<file path="config.mk">
export PLATFORM = sky130hd
export DESIGN_NAME = mdec_vlc_run_level_decoder
export DESIGN_NICKNAME = d
export VERILOG_FILES = /design/src/mvrl_pkg.sv /design/src/mvrl_front.sv /design/src/mvrl_back.sv /design/src/mdec_vlc_run_level_decoder.sv
export SDC_FILE = /design/constraint.sdc
export NUM_CORES = 1
export LEC_CHECK = 0
export ABC_AREA = 0
export CAP_MARGIN = 20
export CORE_MARGIN = 10
export CORE_UTILIZATION = 35
export DETAILED_ROUTE_END_ITERATION = 8
export DONT_BUFFER_PORTS = 1
export PLACE_DENSITY = 0.54
export SLEW_MARGIN = 20
export SYNTH_ARGS = -nofsm -noshare
export SYNTH_HDL_FRONTEND = slang
export SYNTH_SLANG_ARGS = --single-unit
</file>
<file path="constraint.sdc">
create_clock -name clk_i -period 21.1 [get_ports clk_i]
set_clock_uncertainty 0.05 [all_clocks]
set_input_delay 1.055 -clock clk_i [delete_from_list [all_inputs] [get_ports clk_i]]
set_output_delay 1.055 -clock clk_i [all_outputs]
set_load 0.02 [all_outputs]
</file>
<file path="src/mvrl_pkg.sv">
// shared types, constants and symbol tables of the run/level decoder
package mvrl_pkg;

  // register indexes
  localparam logic [1:0] REG_QUANT = 2'd0;
  localparam logic [1:0] REG_RAW_DC = 2'd1;
  localparam logic [1:0] REG_FRAME_LEN = 2'd2;

  localparam int unsigned CfgIdxW = 2;
  localparam int unsigned CfgDataW = 16;
  localparam int unsigned QueueDepth = 2;

  localparam logic [15:0] EOB_WORD = 16'hFE00;

  // symbol kinds from the ac decoder
  localparam logic [1:0] AC_SYM = 2'd0;
  localparam logic [1:0] AC_EOB = 2'd1;
  localparam logic [1:0] AC_TERM = 2'd2;

  typedef struct packed {
    logic [15:0] stream_word;
    logic        frame_start;
  } in_t;

  typedef struct packed {
    logic [15:0] code_word;
    logic        last_of_run;
    logic        stream_end;
    logic [18:0] fill_count;
  } out_t;

  typedef struct packed {
    logic [5:0]  quant_scale;
    logic        raw_dc;
    logic [15:0] frame_length;
  } cfg_t;

  typedef struct packed {
    logic [1:0]  kind;
    logic [15:0] code;
    logic [4:0]  len;
  } ac_res_t;

  // run in the high byte, level in the low byte
  function automatic logic [15:0] pk(input int r, input int l);
    logic [31:0] rr;
    logic [31:0] ll;
    rr = 32'(r);
    ll = 32'(l);
    return {rr[7:0], ll[7:0]};
  endfunction

  localparam logic [15:0] AC_G5 [3] = '{pk(0, 3), pk(4, 1), pk(3, 1)};
  localparam logic [15:0] AC_G6 [4] = '{pk(7, 1), pk(6, 1), pk(1, 2), pk(5, 1)};
  localparam logic [15:0] AC_G7 [4] = '{pk(2, 2), pk(9, 1), pk(0, 4), pk(8, 1)};
  localparam logic [15:0] AC_G8 [8] = '{pk(13, 1), pk(0, 6), pk(12, 1), pk(11, 1),
                                        pk(3, 2), pk(1, 3), pk(0, 5), pk(10, 1)};
  localparam logic [15:0] AC_G10 [8] = '{pk(16, 1), pk(5, 2), pk(0, 7), pk(2, 3),
                                         pk(1, 4), pk(15, 1), pk(14, 1), pk(4, 2)};
  localparam logic [15:0] AC_LONG [80] = '{
    pk(0, 11), pk(8, 2), pk(4, 3), pk(0, 10), pk(2, 4), pk(7, 2), pk(21, 1), pk(20, 1),
    pk(0, 9), pk(19, 1), pk(18, 1), pk(1, 5), pk(3, 3), pk(0, 8), pk(6, 2), pk(17, 1),
    pk(10, 2), pk(9, 2), pk(5, 3), pk(3, 4), pk(2, 5), pk(1, 7), pk(1, 6), pk(0, 15),
    pk(0, 14), pk(0, 13), pk(0, 12), pk(26, 1), pk(25, 1), pk(24, 1), pk(23, 1), pk(22, 1),
    pk(0, 31), pk(0, 30), pk(0, 29), pk(0, 28), pk(0, 27), pk(0, 26), pk(0, 25), pk(0, 24),
    pk(0, 23), pk(0, 22), pk(0, 21), pk(0, 20), pk(0, 19), pk(0, 18), pk(0, 17), pk(0, 16),
    pk(0, 40), pk(0, 39), pk(0, 38), pk(0, 37), pk(0, 36), pk(0, 35), pk(0, 34), pk(0, 33),
    pk(0, 32), pk(1, 14), pk(1, 13), pk(1, 12), pk(1, 11), pk(1, 10), pk(1, 9), pk(1, 8),
    pk(1, 18), pk(1, 17), pk(1, 16), pk(1, 15), pk(6, 3), pk(16, 2), pk(15, 2), pk(14, 2),
    pk(13, 2), pk(12, 2), pk(11, 2), pk(31, 1), pk(30, 1), pk(29, 1), pk(28, 1), pk(27, 1)
  };

  // decode one ac symbol from the top of a 32-bit window
  function automatic ac_res_t ac_decode(input logic [31:0] win);
    ac_res_t     res;
    logic [16:0] c;
    logic [4:0]  t;
    logic [6:0]  u;
    logic [2:0]  g5i;
    logic [15:0] pv;
    logic [4:0]  sidx;
    logic [9:0]  lev;
    logic [6:0]  li;
    res.kind = AC_SYM;
    res.code = 16'd0;
    res.len = 5'd0;
    c = win[31:15];
    t = c[16:12];
    u = c[14:8];
    g5i = u[6:4] - 3'd5;
    pv = 16'd0;
    li = 7'd0;
    if (c[16:15] != 2'd0) begin
      if (t[4:3] == 2'b10) begin
        res.kind = AC_EOB;
        res.len = 5'd2;
      end else if (t[4:3] == 2'b11) begin
        pv = pk(0, 1);
        res.len = 5'd3;
      end else if (t >= 5'd12) begin
        pv = pk(1, 1);
        res.len = 5'd4;
      end else if (t >= 5'd10) begin
        pv = pk(2, 1);
        res.len = 5'd5;
      end else begin
        pv = pk(0, 2);
        res.len = 5'd5;
      end
    end else if (c[14:11] != 4'd0) begin
      if (u < 7'd16) begin
        res.len = 5'd22;
      end else if (u < 7'd32) begin
        pv = AC_G7[u[3:2]];
        res.len = 5'd8;
      end else if (u < 7'd64) begin
        pv = AC_G6[u[4:3]];
        res.len = 5'd7;
      end else if (u < 7'd80) begin
        pv = AC_G8[u[3:1]];
        res.len = 5'd9;
      end else begin
        pv = AC_G5[g5i[1:0]];
        res.len = 5'd6;
      end
    end else if (c[10]) begin
      pv = AC_G10[c[9:7]];
      res.len = 5'd11;
    end else if (c[9]) begin
      li = {3'd0, c[8:5]};
      res.len = 5'd13;
    end else if (c[8]) begin
      li = 7'd16 + {3'd0, c[7:4]};
      res.len = 5'd14;
    end else if (c[7]) begin
      li = 7'd32 + {3'd0, c[6:3]};
      res.len = 5'd15;
    end else if (c[6]) begin
      li = 7'd48 + {3'd0, c[5:2]};
      res.len = 5'd16;
    end else if (c[5]) begin
      li = 7'd64 + {3'd0, c[4:1]};
      res.len = 5'd17;
    end else begin
      res.kind = AC_TERM;
    end
    if (c[16:10] == 7'd0 && c[9:5] != 5'd0) begin
      pv = AC_LONG[li];
    end
    // sign bit follows the code
    sidx = 5'(6'd32 - {1'b0, res.len});
    lev = {2'b00, pv[7:0]};
    if (win[sidx]) begin
      lev = 10'(10'd0 - lev);
    end
    if (res.kind == AC_EOB) begin
      res.code = EOB_WORD;
    end else if (c[16:15] == 2'd0 && c[14:11] != 4'd0 && u < 7'd16) begin
      res.code = win[25:10];
    end else begin
      res.code = {pv[13:8], lev};
    end
    return res;
  endfunction

endpackage

</file>
<file path="src/mvrl_front.sv">
// input side: takes stream beats into a short queue ahead of the decoder
module mvrl_front #(
  parameter int unsigned Depth = mvrl_pkg::QueueDepth
) (
  input  logic           clk_i,
  input  logic           rst_ni,
  input  logic           in_valid_i,
  output logic           in_ready_o,
  input  mvrl_pkg::in_t  in_data_i,
  output logic           q_valid_o,
  input  logic           q_ready_i,
  output mvrl_pkg::in_t  q_data_o
);

  localparam int unsigned AW = (Depth > 1) ? $clog2(Depth) : 1;
  localparam int unsigned CW = $clog2(Depth + 1);

  mvrl_pkg::in_t  mem_q [Depth];
  logic [AW-1:0]  wr_ptr_q;
  logic [AW-1:0]  rd_ptr_q;
  logic [CW-1:0]  cnt_q;
  logic           push;
  logic           pop;

  assign in_ready_o = (cnt_q != CW'(Depth));
  assign q_valid_o = (cnt_q != '0);
  assign q_data_o = mem_q[rd_ptr_q];
  assign push = in_valid_i && in_ready_o;
  assign pop = q_valid_o && q_ready_i;

  // storage
  always_ff @(posedge clk_i) begin
    if (push) begin
      mem_q[wr_ptr_q] <= in_data_i;
    end
  end

  // pointers and fill level
  always_ff @(posedge clk_i or negedge rst_ni) begin
    if (!rst_ni) begin
      wr_ptr_q <= '0;
      rd_ptr_q <= '0;
      cnt_q <= '0;
    end else begin
      if (push) begin
        wr_ptr_q <= (wr_ptr_q == AW'(Depth - 1)) ? '0 : wr_ptr_q + 1'b1;
      end
      if (pop) begin
        rd_ptr_q <= (rd_ptr_q == AW'(Depth - 1)) ? '0 : rd_ptr_q + 1'b1;
      end
      if (push && !pop) begin
        cnt_q <= cnt_q + 1'b1;
      end else if (pop && !push) begin
        cnt_q <= cnt_q - 1'b1;
      end
    end
  end

endmodule

</file>
<file path="src/mvrl_back.sv">
// decode side: bit buffer, symbol decoder, predictors and result staging
module mvrl_back (
  input  logic           clk_i,
  input  logic           rst_ni,
  input  mvrl_pkg::cfg_t cfg_i,
  input  logic           q_valid_i,
  output logic           q_ready_o,
  input  mvrl_pkg::in_t  q_data_i,
  output logic           out_valid_o,
  input  logic           out_ready_i,
  output mvrl_pkg::out_t out_data_o
);

  localparam logic [1:0] ST_IDLE = 2'd0;
  localparam logic [1:0] ST_RUN = 2'd1;
  localparam logic [1:0] ST_FLUSH = 2'd2;

  logic [1:0]     state_q;
  logic [47:0]    buf_q;
  logic [5:0]     bc_q;
  logic [9:0]     pred_q [3];
  logic [2:0]     bi_q;
  logic           exp_dc_q;
  logic [18:0]    oc_q;
  logic           fin_q;
  mvrl_pkg::out_t pend_q;
  logic           pend_v_q;
  mvrl_pkg::out_t out_q;
  logic           out_v_q;

  logic [18:0]       limit;
  logic [31:0]       win;
  logic              out_free;
  logic              out_load;
  mvrl_pkg::ac_res_t ac;

  // dc decode signals
  logic [5:0]  t;
  logic        luma;
  logic [1:0]  comp;
  logic        dc_zero;
  logic [4:0]  dc_b;
  logic [5:0]  dc_len;
  logic [4:0]  bb;
  logic        stop;
  logic [16:0] dmask;
  logic [16:0] dv;
  logic [16:0] dsub;
  logic [7:0]  val8;
  logic [9:0]  delta;
  logic [9:0]  pred_new;
  logic [15:0] dc_code;

  assign limit = 19'(({3'd0, cfg_i.frame_length} + 19'd2) << 2);
  assign win = 32'(buf_q >> bc_q[3:0]);
  assign out_free = !out_v_q || out_ready_i;
  assign ac = mvrl_pkg::ac_decode(win);
  assign q_ready_o = (state_q == ST_IDLE);
  assign out_valid_o = out_v_q;
  assign out_data_o = out_q;

  // pending beat moves to the output register this cycle
  always_comb begin
    out_load = 1'b0;
    if (pend_v_q && out_free) begin
      if (state_q == ST_FLUSH) begin
        out_load = 1'b1;
      end else if (state_q == ST_RUN) begin
        if (exp_dc_q && oc_q >= limit) begin
          out_load = 1'b1;
        end else if (bc_q >= 6'd32 &&
                     ((!exp_dc_q && ac.kind == mvrl_pkg::AC_TERM) || oc_q < limit)) begin
          out_load = 1'b1;
        end
      end
    end
  end

  // dc size, escape prefix and predictor update
  always_comb begin
    t = win[31:26];
    luma = (bi_q >= 3'd2);
    comp = luma ? 2'd2 : bi_q[1:0];
    dc_zero = 1'b0;
    dc_b = 5'd1;
    dc_len = 6'd2;
    bb = 5'd0;
    stop = 1'b0;
    if (luma) begin
      if (t[5:4] == 2'b00) begin
        dc_b = 5'd1;
        dc_len = 6'd3;
      end else if (t[5:4] == 2'b01) begin
        dc_b = 5'd2;
        dc_len = 6'd4;
      end else if (t[5:3] == 3'b100) begin
        dc_zero = 1'b1;
        dc_len = 6'd3;
      end else if (t[5:3] == 3'b101) begin
        dc_b = 5'd3;
        dc_len = 6'd6;
      end else begin
        bb = 5'd15;
        for (int p = 3; p < 15; p++) begin
          if (!stop && !win[32-p]) begin
            bb = 5'(p);
            stop = 1'b1;
          end
        end
        dc_b = bb + 5'd1;
        dc_len = 6'({dc_b, 1'b0} - 6'd1);
      end
    end else begin
      if (t[5:4] == 2'b00) begin
        dc_zero = 1'b1;
        dc_len = 6'd2;
      end else if (t[5:4] == 2'b01) begin
        dc_b = 5'd1;
        dc_len = 6'd3;
      end else if (t[5:4] == 2'b10) begin
        dc_b = 5'd2;
        dc_len = 6'd4;
      end else if (t[5:3] == 3'b110) begin
        dc_b = 5'd3;
        dc_len = 6'd6;
      end else begin
        bb = 5'd16;
        for (int p = 4; p < 16; p++) begin
          if (!stop && !win[32-p]) begin
            bb = 5'(p);
            stop = 1'b1;
          end
        end
        dc_b = bb;
        dc_len = {dc_b, 1'b0};
      end
    end
    dmask = 17'((17'd1 << dc_b) - 17'd1);
    dv = 17'(win >> (6'd32 - dc_len)) & dmask;
    dsub = dv - dmask;
    val8 = ((dv & (17'd1 << (dc_b - 5'd1))) != 17'd0) ? dv[7:0] : dsub[7:0];
    delta = dc_zero ? 10'd0 : {val8, 2'b00};
    pred_new = pred_q[comp] + delta;
    if (cfg_i.raw_dc) begin
      dc_code = {cfg_i.quant_scale, win[31:22]};
    end else begin
      dc_code = {cfg_i.quant_scale, pred_new};
    end
  end

  // control and state
  always_ff @(posedge clk_i or negedge rst_ni) begin
    if (!rst_ni) begin
      state_q <= ST_IDLE;
      buf_q <= '0;
      bc_q <= '0;
      pred_q[0] <= '0;
      pred_q[1] <= '0;
      pred_q[2] <= '0;
      bi_q <= '0;
      exp_dc_q <= 1'b1;
      oc_q <= 19'd2;
      fin_q <= 1'b0;
      pend_v_q <= 1'b0;
      out_v_q <= 1'b0;
    end else begin
      out_v_q <= out_load || (out_v_q && !out_ready_i);
      case (state_q)
        ST_IDLE: begin
          if (q_valid_i) begin
            if (q_data_i.frame_start) begin
              pred_q[0] <= '0;
              pred_q[1] <= '0;
              pred_q[2] <= '0;
              bi_q <= '0;
              exp_dc_q <= 1'b1;
              oc_q <= 19'd2;
              fin_q <= 1'b0;
              buf_q <= {32'd0, q_data_i.stream_word};
              bc_q <= 6'd16;
              state_q <= ST_RUN;
            end else if (!fin_q) begin
              buf_q <= {buf_q[31:0], q_data_i.stream_word};
              bc_q <= bc_q + 6'd16;
              state_q <= ST_RUN;
            end
          end
        end
        ST_RUN: begin
          if (exp_dc_q && oc_q >= limit) begin
            // output limit reached at a block start
            if (!pend_v_q || out_free) begin
              if (pend_v_q) begin
                out_q <= pend_q;
              end
              pend_q <= '{code_word: 16'd0, last_of_run: 1'b0, stream_end: 1'b1,
                          fill_count: 19'd0};
              pend_v_q <= 1'b1;
              fin_q <= 1'b1;
              state_q <= ST_FLUSH;
            end
          end else if (bc_q < 6'd32) begin
            state_q <= ST_FLUSH;
          end else if (!exp_dc_q && ac.kind == mvrl_pkg::AC_TERM) begin
            // twelve leading zeros end the frame
            if (!pend_v_q || out_free) begin
              if (pend_v_q) begin
                out_q <= pend_q;
              end
              pend_q <= '{code_word: 16'd0, last_of_run: 1'b0, stream_end: 1'b1,
                          fill_count: (limit > oc_q) ? limit - oc_q : 19'd0};
              pend_v_q <= 1'b1;
              fin_q <= 1'b1;
              state_q <= ST_FLUSH;
            end
          end else if (oc_q >= limit || !pend_v_q || out_free) begin
            // ordinary symbol
            if (oc_q < limit) begin
              if (pend_v_q) begin
                out_q <= pend_q;
              end
              pend_q <= '{code_word: exp_dc_q ? dc_code : ac.code, last_of_run: 1'b0,
                          stream_end: 1'b0, fill_count: 19'd0};
              pend_v_q <= 1'b1;
              oc_q <= oc_q + 19'd1;
            end
            if (exp_dc_q) begin
              if (cfg_i.raw_dc) begin
                bc_q <= bc_q - 6'd10;
              end else begin
                bc_q <= bc_q - dc_len;
                pred_q[comp] <= pred_new;
                bi_q <= (bi_q >= 3'd5) ? 3'd0 : bi_q + 3'd1;
              end
              exp_dc_q <= 1'b0;
            end else begin
              bc_q <= bc_q - {1'b0, ac.len};
              if (ac.kind == mvrl_pkg::AC_EOB) begin
                exp_dc_q <= 1'b1;
              end
            end
          end
        end
        ST_FLUSH: begin
          if (!pend_v_q) begin
            state_q <= ST_IDLE;
          end else if (out_free) begin
            out_q <= '{code_word: pend_q.code_word, last_of_run: 1'b1,
                       stream_end: pend_q.stream_end, fill_count: pend_q.fill_count};
            pend_v_q <= 1'b0;
            state_q <= ST_IDLE;
          end
        end
        default: begin
          state_q <= ST_IDLE;
        end
      endcase
    end
  end

endmodule

</file>
<file path="src/mdec_vlc_run_level_decoder.sv">
// top level of the compressed macroblock run/level decoder
// Each 16-bit stream beat leaves the input queue while the back end is idle;
// the back end then decodes symbols from the bit buffer (a word yields zero
// to nine results) until it finds the buffer short of a full window or the
// frame ends, then releases its final result, and only then takes the next
// word. The single symbol decoder in the back end decodes one symbol per
// cycle while the output side does not stall. The input queue holds
// QueueDepth beats so the source keeps going while the decoder works.
module mdec_vlc_run_level_decoder #(
  parameter int unsigned QueueDepth = mvrl_pkg::QueueDepth
) (
  input  logic                            clk_i,
  input  logic                            rst_ni,
  input  logic                            in_valid_i,
  output logic                            in_ready_o,
  input  mvrl_pkg::in_t                   in_data_i,
  output logic                            out_valid_o,
  input  logic                            out_ready_i,
  output mvrl_pkg::out_t                  out_data_o,
  input  logic                            cfg_we_i,
  input  logic [mvrl_pkg::CfgIdxW-1:0]    cfg_idx_i,
  input  logic [mvrl_pkg::CfgDataW-1:0]   cfg_wdata_i
);

  mvrl_pkg::cfg_t cfg_q;
  logic           q_valid;
  logic           q_ready;
  mvrl_pkg::in_t  q_data;

  // configuration registers
  always_ff @(posedge clk_i or negedge rst_ni) begin
    if (!rst_ni) begin
      cfg_q <= '0;
    end else if (cfg_we_i) begin
      case (cfg_idx_i)
        mvrl_pkg::REG_QUANT: begin
          cfg_q.quant_scale <= cfg_wdata_i[5:0];
        end
        mvrl_pkg::REG_RAW_DC: begin
          cfg_q.raw_dc <= cfg_wdata_i[0];
        end
        mvrl_pkg::REG_FRAME_LEN: begin
          cfg_q.frame_length <= cfg_wdata_i[15:0];
        end
        default: begin
        end
      endcase
    end
  end

  // input queue
  mvrl_front #(
    .Depth(QueueDepth)
  ) u_front (
    .clk_i     (clk_i),
    .rst_ni    (rst_ni),
    .in_valid_i(in_valid_i),
    .in_ready_o(in_ready_o),
    .in_data_i (in_data_i),
    .q_valid_o (q_valid),
    .q_ready_i (q_ready),
    .q_data_o  (q_data)
  );

  // symbol decoder
  mvrl_back u_back (
    .clk_i      (clk_i),
    .rst_ni     (rst_ni),
    .cfg_i      (cfg_q),
    .q_valid_i  (q_valid),
    .q_ready_o  (q_ready),
    .q_data_i   (q_data),
    .out_valid_o(out_valid_o),
    .out_ready_i(out_ready_i),
    .out_data_o (out_data_o)
  );

`ifndef SYNTHESIS
  // an end-of-frame beat is always the last of its word and carries no code
  a_end_is_last: assert property (@(posedge clk_i) disable iff (!rst_ni)
    out_valid_o && out_data_o.stream_end |->
      out_data_o.last_of_run && out_data_o.code_word == 16'd0)
    else $error("end-of-frame beat not last or has code");
  // fill count only on end-of-frame beats
  a_fill_on_end: assert property (@(posedge clk_i) disable iff (!rst_ni)
    out_valid_o && out_data_o.fill_count != 19'd0 |-> out_data_o.stream_end)
    else $error("fill count on ordinary beat");
`endif

endmodule

</file>
Word-level counts from Yosys, hierarchy flattened
Memory sizes are Yosys's and may differ from the RTL's.
Cells that the tools add are included.
- RAM bits: 34
- input port bits: 40
- memories: 4
- output and inout port bits: 39
- flip-flop bits (word level): 213
- latch bits: 0
- bits in read-only memories: 2304
- word-level logic and storage cells: 596
- memories (name ; depth ; bits a word ; read ports ; clocked after memory_dff ; write ports ; RTL line ; text):
    (name not given) ; 128 ; 16 ; 1 ; 0 ; 0 ; mvrl_pkg.sv:148 ; pv = AC_LONG[li];
    (name not given) ; 8 ; 16 ; 1 ; 0 ; 0 ; mvrl_pkg.sv:127 ; pv = AC_G10[c[9:7]];
    (name not given) ; 8 ; 16 ; 1 ; 0 ; 0 ; mvrl_pkg.sv:120 ; pv = AC_G8[u[3:1]];
    u_front.mem_q ; 2 ; 17 ; 1 ; 0 ; 1 ; mvrl_front.sv:18 ; mvrl_pkg::in_t mem_q [Depth];
- equal/unequal tests: 35
- order comparisons: 22
- shifts and indexed selects: 4
- div/mod/pow operators: 0
- reductions and logical operators: 108
- bitwise gates (word level): 9
- add/subtract/negate cells: 26
- multiplexer cells: 362
- $mul: 0
- operator list (cell ; number):
    37-bit two-way mux ; 16
    14-bit two-way mux ; 22
    30-bit two-way mux ; 8
    5-bit two-way mux ; 39
    1-bit two-way mux ; 171
    19-bit two-way mux ; 8
    6-bit two-way mux ; 18
    16-bit binary-select mux with 2-bit select ; 3
    48-bit two-way mux ; 2
    10-bit two-way mux ; 8
    37-bit case mux with 2 select lines ; 1
    30-bit case mux with 2 select lines ; 1
    7-bit two-way mux ; 8
    4-bit two-way mux ; 13
    16-bit two-way mux ; 3
    48-bit by 4-bit right shift with 32-bit output ; 1
    1-bit zero test ; 40
    2-bit two-way mux ; 20
    19-bit case mux with 2 select lines ; 1
    1-bit logical AND ; 35
    17-bit AND ; 2
    1-bit by 5-bit left shift with 17-bit output, first input constant ; 2
    32-bit by 6-bit right shift with 17-bit output ; 1
    30-bit bitwise mux ; 1
    other kinds (72) ; 142

Logic depth before layout (Yosys ltp)
Gate-level depths: netlist (run 1).
- depth in word-level cells: 118
- depth in mapped cells: 45
- gate-level depth less buffers: 40

Modules after synthesis
A second synthesis (run 1) with hierarchy kept.
- cell total of the unflattened synthesis: 2358
- area, all modules: 21174.1 um^2
- modules (own cells, without submodules) (module ; area each (um^2) ; seq. area each (um^2) ; times used ; cells each):
    mvrl_back ; 18770.5 ; 4972.3 ; 1 ; 2237
    mvrl_front ; 1473.9 ; 1121.1 ; 1 ; 71
    mdec_vlc_run_level_decoder ; 929.6 ; 575.6 ; 1 ; 50

Worst setup path before layout (run 1)
OpenSTA, ideal clock, no wires.
- path type: register to register
- from: reg u_back.bc_q[1]
- to: reg u_back.pend_q[30] (netlist bit) (data pin)
- buffers on the path: 6
- cell stages (with the launch flop): 40
- clock period less this slack: 9.141 ns
- library setup time: 0.168 ns
- data required time: 20.882 ns
- setup slack: 11.959 ns
- data arrival time: 8.923 ns
- cells stage by stage: dfrtp_1 buf_2 buf_1 mux4_2 mux2i_1 nor2_1 a21oi_1 inv_1 o311a_1 or3_1 o21ai_0 inv_1 ha_1 clkbuf_1 clkinv_1 clkbuf_1 clkbuf_1 mux2i_1 [4 not listed] or4b_4 buf_2 mux2i_1 or2_2 inv_1 ha_1 a21o_1 a21oi_1 o21bai_1 a21oi_1 o21bai_1 a21oi_1 xnor2_1 inv_1 or3_1 a21boi_0 o31ai_1 a211oi_1
- cells in the longest elaborated chain, start to end: 117
- elaborated cells on any way between the ends: 366
- classes of those cells: 14 x add/sub; 6 x order compare; 8 x eq/ne; 4 x shift; 257 x mux; 8 x bitwise; 66 x reduce/logical; 3 x memory
- ends and longest elaborated chain (item ; RTL line ; text):
    start: declaration ; mvrl_back.sv:20 ; logic [5:0] bc_q;
    start signal: assignment ; mvrl_back.sv:184 ; bc_q <= bc_q + 6'd16;
    start signal: assignment ; mvrl_back.sv:229 ; bc_q <= bc_q - 6'd10;
    start signal: assignment ; mvrl_back.sv:231 ; bc_q <= bc_q - dc_len;
    48-bit by 4-bit right shift with 32-bit output * ; mvrl_back.sv:55 ; assign win = 32'(buf_q >> bc_q[3:0]);
    branches (longest 113 deep; another with 1-bit two-way mux) ; -- ;
    37-bit two-way mux * ; mvrl_back.sv:204 ; end else if (!exp_dc_q && ac.kind == mvrl_pkg::AC_TERM) begin
    37-bit two-way mux * ; mvrl_back.sv:202 ; end else if (bc_q < 6'd32) begin
    37-bit two-way mux * ; mvrl_back.sv:190 ; if (exp_dc_q && oc_q >= limit) begin
    end signal: assignment ; mvrl_back.sv:196 ; pend_q <= '{code_word: 16'd0, last_of_run: 1'b0, stream_end: 1'b1,
    end signal: assignment ; mvrl_back.sv:210 ; pend_q <= '{code_word: 16'd0, last_of_run: 1'b0, stream_end: 1'b1,
    end signal: assignment ; mvrl_back.sv:222 ; pend_q <= '{code_word: exp_dc_q ? dc_code : ac.code, last_of_run: 1'b0,
    end: declaration ; mvrl_back.sv:26 ; mvrl_pkg::out_t pend_q;
Every way passes the cells marked *. The select of a mux whose other input is x is not followed.
A chain may end at the register's enable or synchronous reset.

Worst setup path in the final report (run 1)
Same ends and word-level chain as after synthesis.

==> flow_summary.ini, run 1 <==
[status]
status = finished, final reports clean

[clock_tree]
cts_tree = yes
numCtsBuffers = 28
hold_buffers = 0
clock_path_buffers = 3
root_buffer = clkbuf_16
cts_setup_buffers = 0
postCtsResizedCells = 0
clkTransAtPathRegs_ns = 0.06
clock-sinks = 245
clk_latency_ns = 0.59
cts-htree-levels = 1

[yosys]
ys_warn_count = 0
synthFlopType = dfrtp_1
synth_top_area_cell = dfrtp_1
syn_area_um2 = 20300
synthTopCellsByArea = dfrtp_1 (17%), edfxtp_1 (16%), mux4_2 (7.0%)
async_flop_share_pct = 56.3
synth_nets = 2407
syn_avg_cell_area_um2 = 8.82
ys_ff_latch = 245
synth_top_area_share_pct = 16.8
synth_edf_count = 107
ys_seq_area_share_pct = 32.9
synthCells = 2295
synth_cell_types = 100

[worst_setup_path]
cp_max_fo = 52
cp-end-kind = flip-flop
r2r_cells = 36
rr_endpoint = u_back.pend_q[30]$_SDFFCE_PP0P_
worst-path-buf-inv = 7
crit_type = flip-flop to flip-flop
crit_arrival_ns = 11.91
crit_path_start_kind = flip-flop
r2r_start = u_back.bc_q[1]$_DFFE_PN0P_
cp.depth = 36
slowest_delay_ns = 0.94
r2r_setup_slack_ns = 9.53
crit_required_ns = 21.44
critPathTopFamily = compound AO/OA/AOI/OAI gates
startpoint = u_back.bc_q[1]$_DFFE_PN0P_
endpoint = u_back.pend_q[30]$_SDFFCE_PP0P_
cpMaxStageDelayCell = clkinv_1

[final_layout]
nets = 2326
drive_gt1_share_pct = 13.3
diodes = 0
regArea_um2 = 6670
n_fill_cell = 5842
mostFrequentLayoutCells = nand2_1 (307), nor2_1 (215), o21ai_0 (165)
layout_commonest_cell = nand2_1
multiInputGateArea_um2 = 12700
syn_to_final_growth_pct = 8.44

[timing]
fmax_mhz = 86.4
fin_crit_sh_pct = 54.8
worst_pin_slew_ns = 1.16
period_minus_slack_ns = 11.57
hold_viol_final = 0
drv_slew = 0
rsz0062_at_grt = false
max-slew-margin-rel_pct = 21.8
setup_viol = 0
final.setup.tns_ns = 0

[grt]
antenna_found_initial = 0
grt_pass1_vias = 16900
grtUsageTotal_pct = 18.7
grt_pass1_wl_mm = 101
overflow = 0
grt_max_degree = 141

[floorplan]
start_util_pct = 35.2
die_h_um = 261
die_x_um = 261
rows = 88
design.die.area_um2 = 67900
design.portCount = 79
core_um2 = 57500

[routing]
drt_first_pass_iters = 6
postRouteAntennaNets = 0
routed_wl_mm = 65.8
drt-vias-per-instance = 5.90
vias = 17700
drt_iter0_drc = 1436
drc_errors = 0
wire_per_inst_um = 21.9

[place]
hpwlAfterDp_mm = 49.0
gp_congestion = 0.927
port_buffers = 0

[job]
cap_viol_max_count = 0

[min_path]
hold_path_class = input port to asynchronous set/reset pin
## cells by family (layout without fill, tap and decap cells)
group           Yosys count  count (layout)  synth area share, %
simple gates            822             822                 18.5
compound gates          578             578                 18.2
mux                     266             266                 17.8
flops                   245             245                 32.9
buf+inv                 239             179                 4.79
xor+xnor                 73              73                 3.19
fa+ha+maj                72              72                 4.56
## final cells by class
cell class | instances | area share, %
inverter | 89 | 1.52
clock inverter | 17 | 1.16
clock buffer | 34 | 3.29
timing repair buffer | 39 | 1.48
sequential | 245 | 30.4
tap | 765 | 4.36
multi-input combinational | 1811 | 57.8
## synthesized netlist by cell type, types with 6 or more instances
cell type  count
nor2b_1       12
mux2i_1       99
o311ai_0      14
a31oi_1       15
inv_1         83
buf_2         22
o21bai_1       8
ha_1          69
nor4_1        14
a311oi_1       8
o21ai_1        7
edfxtp_1     107
nor2_1       216
xor2_1        24
nand3_1       98
nor3b_1        8
o31ai_1       22
and2_1        11
o22ai_1       13
clkbuf_1     103
a21o_1        19
o2111ai_1      6
nor3_1        48
or2_2         13
a22o_1         7
buf_1         17
a211oi_1      23
a21oi_1      154
or3_1         17
o221ai_1       6
o211ai_1      18
xnor2_1       48
o21a_1        10
and3_1        12
a22oi_1       11
a21boi_0       6
mux2_2       100
o21ai_0      165
nand2_1      307
nand4_1       24
nand2b_1      12
mux4_2        63
dfrtp_1      136
## worst reg2reg max path: cells and delay by family, from the launching register on
kind / cells / cell delay, ns
AOI/OAI and AO/OA: 16 / 3.40
xor gates and xnor gates: 1 / 0.14
adders and majority gates: 2 / 1.06
buffers and inverters: 7 / 2.41
DFF: 1 / 0.34
muxes: 6 / 2.35
and+or+nand+nor: 4 / 1.61
## layer usage
metal	vias up	part of all wire (%)	track usage (%)
li1	8311	-	-
met1	8696	43	24.7
met2	609	47	31.4
met3	95	7.0	3.00
met4	0	2.6	4.99
met5	-	0	0
## state kept, by name (all words and copies together), names as in the netlist
register and count:
u_back.bi_q 3, u_back.out_valid_o 1, u_back.state_q 2, u_front.mem_q 34
u_back.fin_q 1, u_front.rd_ptr_q 1, u_back.pend_q 36, cfg_q 23
u_back.out_data_o 37, u_back.bc_q 6, u_back.pend_v_q 1, u_back.buf_q 47
u_back.oc_q 19, u_back.exp_dc_q 1, u_front.cnt_q 2, u_back.pred_q 30
u_front.wr_ptr_q 1
## how the worst min path moves through the flow
stage	cells past startpoint	to	slack [ns]
floorplan	2	u_back.buf_q[46]$_DFFE_PN0P_	0.38
global placement	2	u_back.buf_q[46]$_DFFE_PN0P_	0.41
detailed placement	2	u_back.buf_q[46]$_DFFE_PN0P_	0.41
CTS	0	u_back.buf_q[40]$_DFFE_PN0P_	0.1
global route	0	cfg_q[19]$_DFFE_PN0P_	0.12
finish	0	cfg_q[19]$_DFFE_PN0P_	0.15
## stage by stage
stage | utilization [%] | hold WS [ns] | setup WS [ns] | std cells | area, um^2
global placement | 36.4 | 0.411 | 9.84 | 2947 | 20900
detailed placement | 36.5 | 0.414 | 9.66 | 2948 | 21000
global route | 38.2 | 0.124 | 8.70 | 3000 | 22000
finish | 38.2 | 0.153 | 9.53 | 3000 | 22000
floorplan | - | 0.384 | 11.96 | 2295 | 20300
CTS | 38.2 | 0.0965 | 9.59 | 2999 | 21900
Power of run 1 is left out: the tool's default activity adds up to more than one toggle a clock period on the data nets, which glitch-free logic cannot reach.
==> run 2: changes to the inputs <==
Settings changed: PLACE_DENSITY 0.54 to 0.56.
Clock period 21.1 ns to 9.79 ns, I/O delays scaled along.
==> run 2 against run 1 <==
Core utilization is 1.3 points higher. Non-clock buffer count rose by 80. Maximum frequency is 25% higher. Die area is the same. Via count rose by 1.9%. Critical endpoint unchanged.
==> flow_summary.ini, run 2 (synthesis results as in run 1) <==
[status]
status = finished, final reports clean

[final_layout]
largest_reg_flops = 47
syn_to_final_growth_pct = 12.0
fin_area_um2 = 22700
diodes = 0
largest-register = u_back.buf_q
mostFrequentLayoutCells = nand2_1 (307), nor2_1 (215), o21ai_0 (163)
layout_commonest_cell = nand2_1
nets = 2407
drive_gt1_share_pct = 15.6

[timing]
setup_viol = 0
period_minus_slack_ns = 9.25
fin_crit_sh_pct = 94.5
worst_pin_slew_ns = 1.04
rsz0062_at_grt = false
fmax_mhz = 108
drv_slew = 0
final.setup.tns_ns = 0
max-slew-margin-rel_pct = 30.3
hold_viol_final = 0

[worst_setup_path]
crit_arrival_ns = 9.59
slowest_delay_ns = 0.64
crit_required_ns = 10.13
r2r_setup_slack_ns = 0.54
r2r_cells = 36
crit_path_start_kind = flip-flop
crit_type = flip-flop to flip-flop
r2r_start = u_back.bc_q[0]$_DFFE_PN0P_
cp-end-kind = flip-flop
cpMaxStageDelayCell = a311oi_1
cp_max_fo = 13
startpoint = u_back.bc_q[0]$_DFFE_PN0P_
rr_endpoint = u_back.pend_q[30]$_SDFFCE_PP0P_

[routing]
drc_errors = 0
vias = 18000
drt-vias-per-instance = 5.85
routed_wl_mm = 66.9
postRouteAntennaNets = 0
wire_per_inst_um = 21.7
drt_first_pass_iters = 6
drt_iter0_drc = 1478

[job]
cap_viol_max_count = 0

[floorplan]
design.portCount = 79
start_util_pct = 35.2
rows = 88
core_um2 = 57500
design.die.area_um2 = 67900
die_h_um = 261
die_x_um = 261

[clock_tree]
clkTransAtPathRegs_ns = 0.06
cts-htree-levels = 1
root_buffer = clkbuf_16
clock-sinks = 245
numCtsBuffers = 29
clock_path_buffers = 3
cts_tree = yes
clk_latency_ns = 0.58

[grt]
overflow = 0
antenna_found_initial = 2
grt_pass1_vias = 17400
grt_max_degree = 139
grt_pass1_wl_mm = 103
grtUsageTotal_pct = 19.0

[min_path]
hold_path_class = input port to flip-flop
hold_path.startpoint = cfg_wdata_i[4]
hold_end = cfg_q[21]$_DFFE_PN0P_
holdPathStages = 1

[place]
placed_cell_area_um2 = 21300
hpwlAfterDp_mm = 49.4
port_buffers = 0
gp_congestion = 0.982
## run 2: cell types whose count changed in the layout (fill, tap and decap cells not counted), moves of 2 or more
cell,before,now
o21ai_0,165,163
buf_4,37,87
clkbuf_8,0,3
o21ai_1,7,9
dfrtp_4,0,2
bufinv_16,6,3
dlygate4sd3_1,0,28
clkinv_1,9,2
inv_6,0,2
buf_6,0,2
dfrtp_2,4,2
clkbuf_16,28,31
clkinv_2,0,4
## run 2: how the worst max path moves through the flow
stage	endpoint	slack [ns]
2_1_floorplan	u_back.pend_q[30]$_SDFFCE_PP0P_	0.65
3_3_place_gp	u_back.pend_q[30]$_SDFFCE_PP0P_	0.20
3_5_place_dp	u_back.pend_q[30]$_SDFFCE_PP0P_	0.17
4_1_cts	u_back.pend_q[30]$_SDFFCE_PP0P_	0.13
5_1_grt	u_back.pend_q[30]$_SDFFCE_PP0P_	0.05
6_report	u_back.pend_q[30]$_SDFFCE_PP0P_	0.54
## run 2: layout make-up
cell class / count / area, um^2
fill: 5780 / 34800
multi-input combinational: 1811 / 12700
sequential: 245 / 6680
timing repair buffer: 119 / 998
tap: 765 / 957
clock buffer: 41 / 843
inverter: 89 / 334
clock inverter: 13 / 165
## run 2: per-stage QoR
step                utilization, %  std cells  setup slack [ns]  hold WS [ns]
floorplan                        -       2295             0.649         0.144
detailed placement            37.0       2994             0.174         0.155
CTS                           39.3       3077             0.134       0.00116
global placement              37.0       2994             0.202         0.173
global route                  39.5       3083            0.0509      0.000289
finish                        39.5       3083             0.537        0.0217
## run 2: timing repair
| item | in CTS | in global routing |
|---|---|---|
| setup buffers | 0 | 5 |
| endpoints found under the hold margin | 186 | 0 |
| gates resized for setup | 0 | 10 |
| hold buffers | 29 | 0 |
| setup endpoints to repair | 0 | 8 |
## run 2: critical path, delay by kind of cell, from the launching register on
family,cells,cell delay (ns)
buf+inv,5,0.79
xor+xnor,1,0.13
compound gates,14,3.25
fa+ha+maj,2,0.51
mux,4,1.26
simple gates,10,2.54
flops,1,0.54
## run 2: layer usage
layer	GRT usage [%]	up-vias	share of wire [%]
met1	24.9	8798	43
met3	2.69	107	6.6
met4	5.05	2	2.8
met2	32.3	648	48
li1	-	8486	-
met5	0	-	0.022
Power of run 2 is left out for the same reason.
==> run 3: changes to the inputs <==
--- a/config.mk
+++ b/config.mk
@@ -13,4 +13,5 @@
 export DONT_BUFFER_PORTS = 1
 export PLACE_DENSITY = 0.56
+export RECOVER_POWER = 25
 export SLEW_MARGIN = 20
 export SYNTH_ARGS = -nofsm -noshare
--- a/constraint.sdc
+++ b/constraint.sdc
@@ -3,3 +3,3 @@
 set_input_delay 0.4895 -clock clk_i [delete_from_list [all_inputs] [get_ports clk_i]]
 set_output_delay 0.4895 -clock clk_i [all_outputs]
-set_load 0.02 [all_outputs]
+set_load 0.1 [all_outputs]
==> run 3 against run 2 <==
Cell area hardly changed. Core utilization is essentially flat. Sequential cell count unchanged. Via count is 0.11% higher. Die area stayed put. Critical path depth unchanged. Sequential share of layout area about the same. Worst setup slack better by 0.0016 ns. Non-clock buffer count unchanged. Cell count is the same. Largest cell class unchanged. Highest routed layer unchanged.
==> flow_summary.ini, run 3 (synthesis results as in run 1) <==
[status]
status = finished, final reports clean

[floorplan]
design.die.area_um2 = 67900
rows = 88
die_h_um = 261
die_x_um = 261
core_um2 = 57500
design.portCount = 79
start_util_pct = 35.2

[grt]
grt_pass1_wl_mm = 103
antenna_found_initial = 2
grt_max_degree = 139
overflow = 0
grtUsageTotal_pct = 19.0
grt_pass1_vias = 17400

[timing]
fmax_mhz = 108
final.setup.tns_ns = 0
max-slew-margin-rel_pct = 4.33
fin_crit_sh_pct = 94.5
worst_pin_slew_ns = 1.44
period_minus_slack_ns = 9.25
drv_slew = 0
setup_viol = 0
rsz0062_at_grt = false
hold_viol_final = 0

[min_path]
hold_path_class = input port to flip-flop
hold_end = cfg_q[21]$_DFFE_PN0P_
holdPathStages = 1
hold_path.startpoint = cfg_wdata_i[4]

[final_layout]
nets = 2407
largest-register = u_back.buf_q
drive_gt1_share_pct = 15.5
largest_reg_flops = 47
mostFrequentLayoutCells = nand2_1 (307), nor2_1 (215), o21ai_0 (163)
layout_commonest_cell = nand2_1
diodes = 0
syn_to_final_growth_pct = 12.0

[routing]
m1WireLength_mm = 29.0
wl_met2_mm = 32.1
postRouteAntennaNets = 0
wire_per_inst_um = 21.7
drt-vias-per-instance = 5.86
routed_wl_mm = 67.0
drc_errors = 0
vias = 18100
drt_iter0_drc = 1539
wl_met3_mm = 3.98
top_layer = met5
drt_first_pass_iters = 7

[clock_tree]
clock_path_buffers = 3
cts-htree-levels = 1
root_buffer = clkbuf_16
clk_latency_ns = 0.57
clkTransAtPathRegs_ns = 0.06
cts_tree = yes
clock-sinks = 245
numCtsBuffers = 29

[worst_setup_path]
r2r_setup_slack_ns = 0.54
cp_max_fo = 13
rr_endpoint = u_back.pend_q[29]$_SDFFCE_PP0P_
r2r_start = u_back.bc_q[0]$_DFFE_PN0P_
crit_type = flip-flop to flip-flop
cp-end-kind = flip-flop
slowest_delay_ns = 0.62
crit_arrival_ns = 9.48
r2r_cells = 36
crit_required_ns = 10.02
crit_path_start_kind = flip-flop
cpMaxStageDelayCell = a311oi_1
startpoint = u_back.bc_q[0]$_DFFE_PN0P_

[place]
port_buffers = 0
gp_congestion = 0.982
hpwlAfterDp_mm = 49.4

[job]
cap_viol_max_count = 0
## run 3: critical path: cells and delay by family, from the launching register on
family          cells  cell delay (ns)
fa+ha+maj           3             0.92
xor+xnor            2             0.57
compound gates     11             2.58
flops               1             0.54
simple gates       11             2.19
mux                 3             1.11
buf+inv             6             0.96
## run 3: worst max-delay path by stage
stage / endpoint / slack [ns] / cells after the start
floorplan: u_back.pend_q[30]$_SDFFCE_PP0P_ / 0.65 / 39
global placement: u_back.pend_q[30]$_SDFFCE_PP0P_ / 0.20 / 38
detailed placement: u_back.pend_q[30]$_SDFFCE_PP0P_ / 0.17 / 38
CTS: u_back.pend_q[30]$_SDFFCE_PP0P_ / 0.13 / 38
global route: u_back.pend_q[30]$_SDFFCE_PP0P_ / 0.04 / 37
finish: u_back.pend_q[29]$_SDFFCE_PP0P_ / 0.54 / 36
## run 3: timing repair
| item | 4_1_cts | 5_1_grt |
|---|---|---|
| hold buffers | 29 | 0 |
| setup buffers | 0 | 5 |
| setup endpoints to repair | 0 | 8 |
| hold endpoints to repair | 186 | 0 |
| resized for setup | 0 | 10 |
## run 3: layout make-up
cell class | instances | area (um^2)
timing repair buffer | 119 | 995
sequential | 245 | 6680
clock buffer | 41 | 843
multi-input combinational | 1811 | 12700
inverter | 89 | 334
clock inverter | 13 | 165
fill | 5782 | 34800
tap | 765 | 957
## run 3: stage by stage
stage / cell area (um^2) / utilization [%] / setup WS, ns / instances / hold slack (ns)
5_1_grt: 22700 / 39.5 / 0.0448 / 3083 / 0.000289
3_5_place_dp: 21300 / 37.0 / 0.174 / 2994 / 0.155
3_3_place_gp: 21300 / 37.0 / 0.202 / 2994 / 0.173
4_1_cts: 22600 / 39.3 / 0.134 / 3077 / 0.00116
6_report: 22700 / 39.5 / 0.539 / 3083 / 0.0228
2_1_floorplan: 20300 / - / 0.649 / 2295 / 0.144
## run 3: per-layer routing
layer	up-vias	track usage (%)
li1	8481	-
met1	8852	24.9
met2	620	32.3
met3	105	2.69
met4	2	5.05
met5	-	0
Power of run 3 is left out for the same reason.
